**src/sv/deq_pkg.sv**
```systemverilog
// ----------------------------------------------------------------------------
// deq_pkg
// shared types and constants of the double-ended queue unit
// ----------------------------------------------------------------------------
package deq_pkg;

    localparam int DEQ_DEPTH     = 16;
    localparam int DEQ_WORD_BITS = 32;

    // fixed widths of the stream fields
    localparam int REPORT_BITS   = 32;
    localparam int COUNT_BITS    = 5;
    localparam int S_TDATA_BITS  = 32;
    localparam int S_TUSER_BITS  = 2;
    localparam int M_FIELD_BITS  = 2 * REPORT_BITS + COUNT_BITS;
    localparam int M_TDATA_BITS  = ((M_FIELD_BITS + 7) / 8) * 8;
    localparam int M_TDATA_PAD   = M_TDATA_BITS - M_FIELD_BITS;
    localparam int M_TUSER_BITS  = 3;

    typedef enum logic [1:0] {
        KIND_PUSH_FRONT = 2'd0,
        KIND_PUSH_BACK  = 2'd1,
        KIND_POP_FRONT  = 2'd2,
        KIND_POP_BACK   = 2'd3
    } kind_t;

    typedef enum logic [1:0] {
        ST_DONE  = 2'd0,
        ST_FULL  = 2'd1,
        ST_EMPTY = 2'd2
    } status_t;

endpackage

```
**src/sv/deq_ram.sv**
```systemverilog
// ----------------------------------------------------------------------------
// deq_ram
// generic ram, one write port and two registered read ports
// ----------------------------------------------------------------------------
module deq_ram #(
    parameter int WIDTH = 32,
    parameter int DEPTH = 16
) (
    input  logic                     aclk,
    input  logic                     wr_en,
    input  logic [$clog2(DEPTH)-1:0] wr_addr,
    input  logic [WIDTH-1:0]         wr_data,
    input  logic [$clog2(DEPTH)-1:0] rd_addr_a,
    output logic [WIDTH-1:0]         rd_data_a,
    input  logic [$clog2(DEPTH)-1:0] rd_addr_b,
    output logic [WIDTH-1:0]         rd_data_b
);

    logic [WIDTH-1:0] mem [DEPTH];

    always_ff @(posedge aclk) begin
        if (wr_en) begin
            mem[wr_addr] <= wr_data;
        end
        rd_data_a <= mem[rd_addr_a];
        rd_data_b <= mem[rd_addr_b];
    end

endmodule

```
**src/sv/double_ended_queue_unit.sv**
```systemverilog
// ----------------------------------------------------------------------------
// double_ended_queue_unit
// bounded deque of signed words kept as a ring in one memory
// ----------------------------------------------------------------------------
// order: an accepted input beat steps the unit through S_READ and S_LOAD, and the
//   result register is loaded in S_LOAD; a new input beat is taken only in S_IDLE,
//   after the ring memory write and its registered read of the new front and back
//   words, and S_LOAD holds while an earlier result beat still waits for m_tready
// reset: front index and held count clear to zero, ring memory is not cleared
//   (only entries that hold queued words are ever reported)
// ----------------------------------------------------------------------------
module double_ended_queue_unit #(
    parameter int DEPTH     = deq_pkg::DEQ_DEPTH,
    parameter int WORD_BITS = deq_pkg::DEQ_WORD_BITS
) (
    input  logic                             aclk,
    input  logic                             aresetn,
    // input channel
    input  logic                             s_tvalid,
    output logic                             s_tready,
    input  logic [deq_pkg::S_TDATA_BITS-1:0] s_tdata,   // [31:0] value
    input  logic [deq_pkg::S_TUSER_BITS-1:0] s_tuser,   // [1:0] kind
    // result channel
    output logic                             m_tvalid,
    input  logic                             m_tready,
    output logic [deq_pkg::M_TDATA_BITS-1:0] m_tdata,   // [31:0] front_value,
                                                        // [63:32] back_value,
                                                        // [68:64] count, rest zero
    output logic [deq_pkg::M_TUSER_BITS-1:0] m_tuser    // [1:0] status, [2] is_empty
);

    import deq_pkg::*;

    localparam int IDX_W = $clog2(DEPTH);
    localparam int CNT_W = $clog2(DEPTH + 1);
    localparam int SUM_W = CNT_W + 1;

    typedef enum logic [1:0] {
        S_IDLE,
        S_READ,
        S_LOAD
    } state_t;

    // ring control state
    state_t               state_reg;
    logic [IDX_W-1:0]     front_reg, front_next;
    logic [CNT_W-1:0]     cnt_reg, cnt_next;
    status_t              st_reg, st_next;

    // output register
    logic                   m_valid_reg;
    status_t                m_status_reg;
    logic [REPORT_BITS-1:0] m_front_reg;
    logic [REPORT_BITS-1:0] m_back_reg;
    logic [COUNT_BITS-1:0]  m_count_reg;
    logic                   m_empty_reg;

    // memory ports
    logic                 wr_en;
    logic [IDX_W-1:0]     wr_addr;
    logic [WORD_BITS-1:0] wr_word;
    logic [IDX_W-1:0]     back_addr;
    logic [WORD_BITS-1:0] front_word;
    logic [WORD_BITS-1:0] back_word;

    // ring position arithmetic
    logic [SUM_W-1:0]     tail_sum;    // front + count, slot after the back
    logic [SUM_W-1:0]     back_sum;    // front + count - 1
    logic [IDX_W-1:0]     tail_addr;
    logic [IDX_W-1:0]     front_dec;
    logic [IDX_W-1:0]     front_inc;

    logic    accept;
    logic    full;
    logic    empty;
    kind_t   kind_in;
    logic    out_free;

    assign kind_in  = kind_t'(s_tuser[1:0]);
    assign s_tready = (state_reg == S_IDLE);
    assign accept   = s_tvalid && s_tready;
    assign full     = (cnt_reg == CNT_W'(DEPTH));
    assign empty    = (cnt_reg == '0);
    assign out_free = !m_valid_reg || m_tready;

    // pushed word is truncated or sign-extended to the stored width
    assign wr_word  = WORD_BITS'($signed(s_tdata[31:0]));

    always_comb begin
        // sums stay below twice the depth, so one compare and subtract wraps them
        tail_sum = SUM_W'(front_reg) + SUM_W'(cnt_reg);
        if (tail_sum >= SUM_W'(DEPTH)) begin
            tail_sum = tail_sum - SUM_W'(DEPTH);
        end
        tail_addr = IDX_W'(tail_sum);

        back_sum = SUM_W'(front_reg) + SUM_W'(cnt_reg) - SUM_W'(1);
        if (empty) begin
            back_sum = SUM_W'(front_reg);
        end else if (back_sum >= SUM_W'(DEPTH)) begin
            back_sum = back_sum - SUM_W'(DEPTH);
        end
        back_addr = IDX_W'(back_sum);

        front_dec = (front_reg == '0) ? IDX_W'(DEPTH - 1) : front_reg - IDX_W'(1);
        front_inc = (front_reg == IDX_W'(DEPTH - 1)) ? '0 : front_reg + IDX_W'(1);
    end

    // operation decode: new front, new count, status and the ring write
    always_comb begin
        front_next = front_reg;
        cnt_next   = cnt_reg;
        st_next    = ST_DONE;
        wr_en      = 1'b0;
        wr_addr    = tail_addr;
        unique case (kind_in)
            KIND_PUSH_FRONT: begin
                if (full) begin
                    st_next = ST_FULL;
                end else begin
                    front_next = front_dec;
                    cnt_next   = cnt_reg + CNT_W'(1);
                    wr_en      = accept;
                    wr_addr    = front_dec;
                end
            end
            KIND_PUSH_BACK: begin
                if (full) begin
                    st_next = ST_FULL;
                end else begin
                    cnt_next = cnt_reg + CNT_W'(1);
                    wr_en    = accept;
                end
            end
            KIND_POP_FRONT: begin
                if (empty) begin
                    st_next = ST_EMPTY;
                end else begin
                    front_next = front_inc;
                    cnt_next   = cnt_reg - CNT_W'(1);
                end
            end
            KIND_POP_BACK: begin
                if (empty) begin
                    st_next = ST_EMPTY;
                end else begin
                    cnt_next = cnt_reg - CNT_W'(1);
                end
            end
            default: begin
                st_next = ST_DONE;
            end
        endcase
    end

    // read ports always follow the current front and back, so the words
    // for the new state are in the read registers by S_LOAD
    deq_ram #(
        .WIDTH (WORD_BITS),
        .DEPTH (DEPTH)
    ) u_ring (
        .aclk      (aclk),
        .wr_en     (wr_en),
        .wr_addr   (wr_addr),
        .wr_data   (wr_word),
        .rd_addr_a (front_reg),
        .rd_data_a (front_word),
        .rd_addr_b (back_addr),
        .rd_data_b (back_word)
    );

    always_ff @(posedge aclk) begin
        if (!aresetn) begin
            state_reg   <= S_IDLE;
            front_reg   <= '0;
            cnt_reg     <= '0;
            st_reg      <= ST_DONE;
            m_valid_reg <= 1'b0;
        end else begin
            // a waiting beat leaves unless a new one is loaded in its place
            if (m_tready && !(state_reg == S_LOAD && out_free)) begin
                m_valid_reg <= 1'b0;
            end
            unique case (state_reg)
                S_IDLE: begin
                    if (accept) begin
                        front_reg <= front_next;
                        cnt_reg   <= cnt_next;
                        st_reg    <= st_next;
                        state_reg <= S_READ;
                    end
                end
                S_READ: begin
                    // read of the updated ring positions is in flight
                    state_reg <= S_LOAD;
                end
                S_LOAD: begin
                    if (out_free) begin
                        m_valid_reg  <= 1'b1;
                        m_status_reg <= st_reg;
                        m_count_reg  <= COUNT_BITS'(cnt_reg);
                        m_empty_reg  <= empty;
                        if (empty) begin
                            m_front_reg <= '1;
                            m_back_reg  <= '1;
                        end else begin
                            // stored word is sign-extended to the report width
                            m_front_reg <= REPORT_BITS'($signed(front_word));
                            m_back_reg  <= REPORT_BITS'($signed(back_word));
                        end
                        state_reg <= S_IDLE;
                    end
                end
                default: begin
                    state_reg <= S_IDLE;
                end
            endcase
        end
    end

    assign m_tvalid = m_valid_reg;
    assign m_tdata  = {{M_TDATA_PAD{1'b0}}, m_count_reg, m_back_reg, m_front_reg};
    assign m_tuser  = {m_empty_reg, m_status_reg};

    // held count never passes the ring depth
    a_count_bound: assert property (@(posedge aclk) disable iff (!aresetn)
        cnt_reg <= CNT_W'(DEPTH))
        else $error("held count beyond depth");

    // a refused push is only reported on a full ring
    a_full_status: assert property (@(posedge aclk) disable iff (!aresetn)
        (state_reg == S_READ && st_reg == ST_FULL) |-> cnt_reg == CNT_W'(DEPTH))
        else $error("full status with free slots");

    // an accepted push into a ring with room grows the count by one
    a_push_grows: assert property (@(posedge aclk) disable iff (!aresetn)
        (accept && !full && (kind_in == KIND_PUSH_FRONT || kind_in == KIND_PUSH_BACK))
        |=> cnt_reg == $past(cnt_reg) + CNT_W'(1))
        else $error("push did not grow the count");

    // an empty result reports -1 at both ends
    a_empty_words: assert property (@(posedge aclk) disable iff (!aresetn)
        (m_valid_reg && m_empty_reg) |-> (m_front_reg == '1 && m_back_reg == '1))
        else $error("empty result with stale words");

endmodule
```
**config.mk**
```make
export PLATFORM = sky130hd
export DESIGN_NAME = double_ended_queue_unit
export DESIGN_NICKNAME = d
export VERILOG_FILES = /design/src/sv/deq_pkg.sv /design/src/sv/deq_ram.sv /design/src/sv/double_ended_queue_unit.sv
export SDC_FILE = /design/constraint.sdc
export NUM_CORES = 1
export LEC_CHECK = 0
export ABC_CLOCK_PERIOD_IN_PS = 4280
export BUFFER_PORTS_ARGS = -buffer_cell sky130_fd_sc_hd__buf_2
export CORE_ASPECT_RATIO = 0.7
export CORE_MARGIN = 8
export CORE_UTILIZATION = 30
export CTS_CLUSTER_DIAMETER = 120
export DETAILED_ROUTE_END_ITERATION = 12
export PLACE_DENSITY = 0.51
export SYNTH_ARGS = -nofsm -noshare
export SYNTH_HDL_FRONTEND = slang
export SYNTH_SLANG_ARGS = --single-unit
```
**constraint.sdc**
```tcl
create_clock -name aclk -period 4.28 [get_ports aclk]
set_input_delay 0.856 -clock aclk [delete_from_list [all_inputs] [get_ports aclk]]
set_output_delay 0.856 -clock aclk [all_outputs]
set_load 0.1 [all_outputs]
```
==> Word-level counts from Yosys, hierarchy flattened <==
Memory sizes are Yosys's and may differ from the RTL's. A register that Yosys moved wholly into a read port is not among the register bits.
Cells that the tools add are included.
{ "word_totals": {"ff_bits": 86, "mem_bits_rw": 512, "word_cells": 78, "memories": 1} }
{ "mem_list": {"columns": ["memory", "words", "word_bits", "rd", "rd_ports_with_merged_regs", "write_ports", "line_no", "text"], "rows": [
  ["u_ring.mem", 16, 32, 2, 2, 1, "deq_ram.sv:19", "logic [WIDTH-1:0] mem [DEPTH];"]
]} }
{ "classes": {"add_sub_neg": 8, "n_lt_le_gt_ge": 2, "n_eq_ne": 13, "mux": 26, "n_reduce_logical": 18} }
{ "ops": {"columns": ["op", "count"], "rows": [
  ["4-bit 2-to-1 mux", 9],
  ["6-bit by 5-bit greater-or-equal comparator with 1-bit output (second input constant)", 2],
  ["4-bit by 1-bit subtractor with 4-bit output (second input constant)", 3],
  ["5-bit 2-to-1 mux", 2],
  ["2-bit inequality test (second input constant)", 5],
  ["5-bit case mux with 2 select lines", 1],
  ["1-bit 2-to-1 mux", 8],
  ["4-bit case mux with 2 select lines", 1],
  ["4-bit by 5-bit adder with 6-bit output", 1],
  ["2-bit equality test (second input constant)", 3],
  ["2-bit 2-to-1 mux", 3],
  ["2-bit case mux with 3 select lines", 1],
  ["6-bit by 1-bit subtractor with 6-bit output (second input constant)", 1],
  ["5-bit by 1-bit adder with 5-bit output (second input constant)", 1],
  ["5-bit equality test (second input constant)", 1],
  ["5-bit logical NOT", 1],
  ["5-bit AND reduction", 1],
  ["5-bit by 1-bit subtractor with 5-bit output (second input constant)", 1],
  ["4-bit by 1-bit adder with 4-bit output (second input constant)", 1],
  ["2-bit by 1-bit equality test with 1-bit output (second input constant)", 2],
  ["4-bit equality test (second input constant)", 1],
  ["2-bit logical NOT", 2],
  ["4-bit logical NOT", 1],
  ["2-bit case mux with 2 select lines", 1],
  ["other kinds (9)", 14]
]} }

==> Depth between registers and ports, before layout <==
{ "depth": {"word_depth": 8, "ltp_mapped": 14} }

==> Modules after synthesis <==
A second synthesis with hierarchy kept.
{ "unflattened": {"hier_cells": 1429, "area_unflattened_um2": 27975.6} }
{ "by_module_without_submodules": {"columns": ["mod", "n_inst", "cells_per_inst", "area_each_um2", "seq_area_each_um2"], "rows": [
  ["deq_ram", 1, 1141, 24203.2, 16656.0],
  ["double_ended_queue_unit", 1, 288, 3772.4, 2442.3]
]} }

==> Least setup slack after synthesis <==
Ideal clock, no wire load.
{ "synth_path": {"path_type": "input to register", "start": "in aresetn", "end": "reg m_back_reg[0] (enable)", "setup_time_ns": 0.502, "arrival_time_ns": 4.149, "slack_ns": -0.371, "cell_stages": 3, "cell_sequence": "clkbuf_1 > nand2_1 > nor2_1"} }
{ "synth_between": {"elab_chain_cells": 1} }
{ "synth_lines": {"columns": ["item", "line_no", "text"], "rows": [
  ["start: declaration", "double_ended_queue_unit.sv:17", "input logic aresetn,"],
  ["3-bit AND reduction (no source line)", null, null],
  ["end signal: assignment", "double_ended_queue_unit.sv:209", "m_back_reg <= REPORT_BITS'($signed(back_word));"],
  ["end: declaration", "double_ended_queue_unit.sv:54", "logic [REPORT_BITS-1:0] m_back_reg;"]
]} }
No other way between the ends.
A chain may end at the register's enable or synchronous reset.

==> Worst setup path in the final report <==
{ "layout_path": {"start": "reg cnt_reg[0]", "end": "reg u_ring.rd_data_b[12], read port of u_ring.mem"} }
{ "layout_between": {"elab_chain_cells": 5, "elab_cells_between_ends": 7, "classes_between": "add/sub (3); order compare (1); mux (2); reduce/logical (1)"} }
{ "layout_lines": {"columns": ["item", "line_no", "text"], "rows": [
  ["start: declaration", "double_ended_queue_unit.sv:47", "logic [CNT_W-1:0] cnt_reg, cnt_next;"],
  ["start signal: assignment", "double_ended_queue_unit.sv:188", "cnt_reg <= cnt_next;"],
  ["4-bit by 5-bit adder with 6-bit output", "double_ended_queue_unit.sv:97", "back_sum = SUM_W'(front_reg) + SUM_W'(cnt_reg) - SUM_W'(1);"],
  ["6-bit by 1-bit subtractor with 6-bit output", "double_ended_queue_unit.sv:97", null],
  ["6-bit by 5-bit greater-or-equal comparator with 1-bit output / 4-bit by 1-bit subtractor with 4-bit output (equally long branches)", "double_ended_queue_unit.sv:100, double_ended_queue_unit.sv:101", null],
  ["4-bit 2-to-1 mux", "double_ended_queue_unit.sv:100", "end else if (back_sum >= SUM_W'(DEPTH)) begin"],
  ["4-bit 2-to-1 mux *", "double_ended_queue_unit.sv:98", "if (empty) begin"],
  ["end: declaration", "deq_ram.sv:16", "output logic [WIDTH-1:0] rd_data_b"]
]} }
Every way passes the cells marked *; elsewhere a longest branch is shown, timed or not.

==> flow_summary.rst <==
.. list-table::
   :header-rows: 1

   * - Metric
     - Value
   * - EDFF count, synth
     - 584
   * - Measured slew at the worst slew-check pin
     - 1200 ps
   * - Worst clock skew
     - 25.8 ps
   * - Share of cells above drive strength 1
     - 0.248
   * - # rows
     - 95
   * - Fillers
     - 9028
   * - Footprint of the flip-flops and latches
     - 19100 µm²
   * - Final count of hold timing violations
     - 0
   * - Buffer cell driving the clock tree root
     - sky130_fd_sc_hd__clkbuf_16
   * - Synth cell types
     - 60
   * - Half-perimeter wire length after placement
     - around 49000 µm
   * - Die Y-Extent
     - 276 µm
   * - Min Tclk post-route
     - roughly 3600 ps
   * - Warning count from the yosys run
     - 0
   * - Buffers on Ports
     - 111
   * - Number of violations of the max-capacitance limit
     - 0
   * - Post-route DRC
     - 0
   * - Data arrival time of the worst path
     - 4160 ps
   * - Post-route cell area
     - 33600 µm²
   * - Vias after detailed routing
     - 17205
   * - Unrepaired setup endpoints after global routing
     - false
   * - Detailed-router iteration count before antenna repair
     - 5
   * - Hold Crit Class
     - flip-flop to flip-flop
   * - Cell Count, Final, Fillers Out
     - 3270
   * - Number of top-level design ports
     - 115
   * - Most used flip-flop cell after synthesis
     - sky130_fd_sc_hd__edfxtp_1
   * - Commonest cells after routing, fill and taps aside
     - sky130_fd_sc_hd__edfxtp_1, sky130_fd_sc_hd__nand2_1, sky130_fd_sc_hd__mux4_2
   * - Kind of start point of the critical path
     - flip-flop
   * - Slew HR
     - 0.200
   * - Portion of the post-synthesis area used by sequential elements
     - 0.660
   * - Number of global-route vias before repair
     - 17514
   * - Synthesized netlist cell count
     - about 1800
   * - Standard cell area after detailed placement
     - 31300 µm²
   * - Start point of the critical path
     - cnt_reg[0]$_SDFFE_PN0P_
   * - Antenna violations before repair
     - 6
   * - Global-route wire length before repair
     - 122000 µm
   * - Width of the die
     - 387 µm
   * - Level count of the clock H-tree
     - 3
   * - Crit share post-route
     - 0.842
   * - Netlist area before placement
     - ~29000 µm²
   * - Initial standard-cell utilization of the core
     - 0.302
   * - Number of cell instances on the worst register-to-register path
     - 12
   * - Setup Buffers After CTS
     - 0
   * - Startpoint of the worst register-to-register path
     - cnt_reg[0]$_SDFFE_PN0P_
   * - Data required time of the worst path
     - 4840 ps
   * - Pwr dens
     - between 600 and 700 nW/µm²
   * - Result of the run
     - finished, final reports clean
   * - Syn Area/Cell
     - 15.8 µm²
   * - Kind of capture point of the worst setup path
     - flip-flop
   * - Number of flip-flops and latches in the synthesized netlist
     - ~660
   * - CTS hold repair buffers
     - 0
   * - Max Fanout on Critical Path
     - 60
   * - Area used by multi-input combinational logic
     - 9320 µm²
   * - Number of buffers created by CTS
     - just under 70
   * - Drt first-iter violations
     - about 1500
   * - Standard cell core area
     - 95800 µm²
   * - Die area
     - 107000 µm²
   * - Leakage Power
     - 0.0111 µW
   * - RePlAce Congestion
     - 0.789
   * - Final wirelength
     - 82500 µm
   * - Net total in the final layout
     - 2000
   * - Number of flip-flops under the largest register name
     - 512
   * - Clock input transition at the sequential cells of the worst setup and hold paths
     - 60 ps
   * - Placed cell count
     - 3141
   * - Clock tree from TritonCTS
     - yes
   * - Gr usage total
     - 0.152
   * - End of the worst register-to-register path
     - u_ring.rd_data_b[12]$_DFF_P_
   * - Area overhead of the layout relative to synthesis
     - 16.2%
   * - Register ranked first by flip-flop count
     - u_ring.mem
   * - Post-route antenna net violation count
     - 0
   * - Count of instances resized after the clock tree is built
     - 0
   * - Fmax achieved
     - approximately 0.28 GHz
   * - Hold wc startpoint
     - st_reg[1]$_SDFFE_PN0P_
   * - Setup Viol. Count Final
     - 0
   * - Synth async-reset ratio
     - 0
   * - GR Overflow Total
     - 0
   * - Max VDD drop
     - 336 µV
   * - Pwr Total
     - 20400 µW
   * - CP Class
     - flip-flop to flip-flop
   * - Largest net degree at the start of global routing
     - roughly 100
   * - Most common cell after layout, fill and taps aside
     - sky130_fd_sc_hd__edfxtp_1
   * - CTS Buffer Depth
     - 3
   * - Sink Count
     - 662
   * - CP endpoint
     - u_ring.rd_data_b[12]$_DFF_P_
   * - Insertion delay to the later sink of the worst-skew pair
     - 650 ps
   * - Number of vias per cell after detailed routing
     - 5.26
   * - Detailed-route wire length per cell
     - 25.2 µm
   * - Reg-to-reg setup timing slack
     - 680 ps
   * - Max Slew Vio Count
     - 0
-- synthesized netlist by cell type (all sizes together), types with 11 or more instances --
| library cell | number | area, µm² |
|---|---|---|
| a31oi | 21 | 131 |
| mux4 | 178 | 4040 |
| nor3 | 22 | 110 |
| a21oi | 103 | 523 |
| o21ai | 11 | 73.8 |
| nand3 | 94 | 470 |
| buf | 77 | 452 |
| mux2i | 93 | 931 |
| nand2 | 244 | 923 |
| edfxtp | 584 | 17500 |
| nand2b | 64 | 400 |
| clkbuf | 57 | 214 |
| a221oi | 56 | 490 |
| nor2 | 35 | 139 |
| dfxtp | 78 | 1560 |
-- worst max-delay path: stages (launching register included) --
cell and delay, ps:
sky130_fd_sc_hd__dfxtp_1 530, sky130_fd_sc_hd__ha_1 270, sky130_fd_sc_hd__fa_1 470, sky130_fd_sc_hd__inv_1 90
sky130_fd_sc_hd__ha_1 200, sky130_fd_sc_hd__xor3_1 290, sky130_fd_sc_hd__o21ai_2 170, sky130_fd_sc_hd__and2_4 350
sky130_fd_sc_hd__buf_12 290, sky130_fd_sc_hd__a21oi_1 120, sky130_fd_sc_hd__a221oi_1 320, sky130_fd_sc_hd__a31oi_1 110
sky130_fd_sc_hd__a21oi_1 260
-- worst min path at each step --
stage | to | cells after the start
after floorplan | m_count_reg[4]$_DFFE_PP_ | 0
after global placement | m_status_reg[1]$_DFFE_PP_ | 0
after detailed placement | m_status_reg[1]$_DFFE_PP_ | 0
after CTS | state_reg[0]$_SDFFE_PN0P_ | 2
after global routing | state_reg[0]$_SDFFE_PN0P_ | 2
final | m_status_reg[1]$_DFFE_PP_ | 0
-- per-stage QoR --
| stage | setup TNS [ps] | hold slack (ps) | util | setup WS [ps] |
|---|---|---|---|---|
| final | 0 | 441 | 0.351 | 675 |
| after global routing | 0 | 442 | 0.351 | 505 |
| after CTS | 0 | 426 | 0.351 | 696 |
| after detailed placement | 0 | 430 | 0.327 | 685 |
| after global placement | 0 | 430 | 0.327 | 835 |
| after floorplan | -98130 | 403 | - | -312 |
-- report_power, final --
group | internal, µW | switching (µW)
logic | 2390 | 4100
registers | 7500 | 169
clock network | 3690 | 2590
total | 13600 | 6860
-- logic make-up (layout without fill, tap and decap cells) --
kind of cell / after synthesis / after routing / synth area share
AOI/OAI and AO/OA: 239 / 239 / 0.0550
xor gates and xnor gates: 15 / 15 / 0.00553
adders and majority gates: 11 / 11 / 0.00527
buffers and inverters: 142 / 314 / 0.0240
DFF: 662 / 662 / 0.660
muxes: 275 / 275 / 0.173
other: 1 / 7 / 0.000130
and+or+nand+nor: 486 / 486 / 0.0771
-- area by class of cell --
| cell class | instances | share of cell area |
|---|---|---|
| antenna | 4 | 0.000298 |
| clock buffer | 88 | 0.0562 |
| clock inverter | 37 | 0.0132 |
| inverter | 8 | 0.000893 |
| multi-input combinational | 1029 | 0.277 |
| sequential | 662 | 0.568 |
| tap | 1261 | 0.0469 |
| timing repair buffer | 181 | 0.0374 |
-- layer usage --
metal	vias to the layer above	global-route usage	share of wire
met2	647	0.247	0.47
met1	8929	0.204	0.43
met4	2	0.0391	0.024
met5	-	0	0.000085
li1	7490	-	-
met3	137	0.0373	0.072
Power figures use the tool's default switching activity.
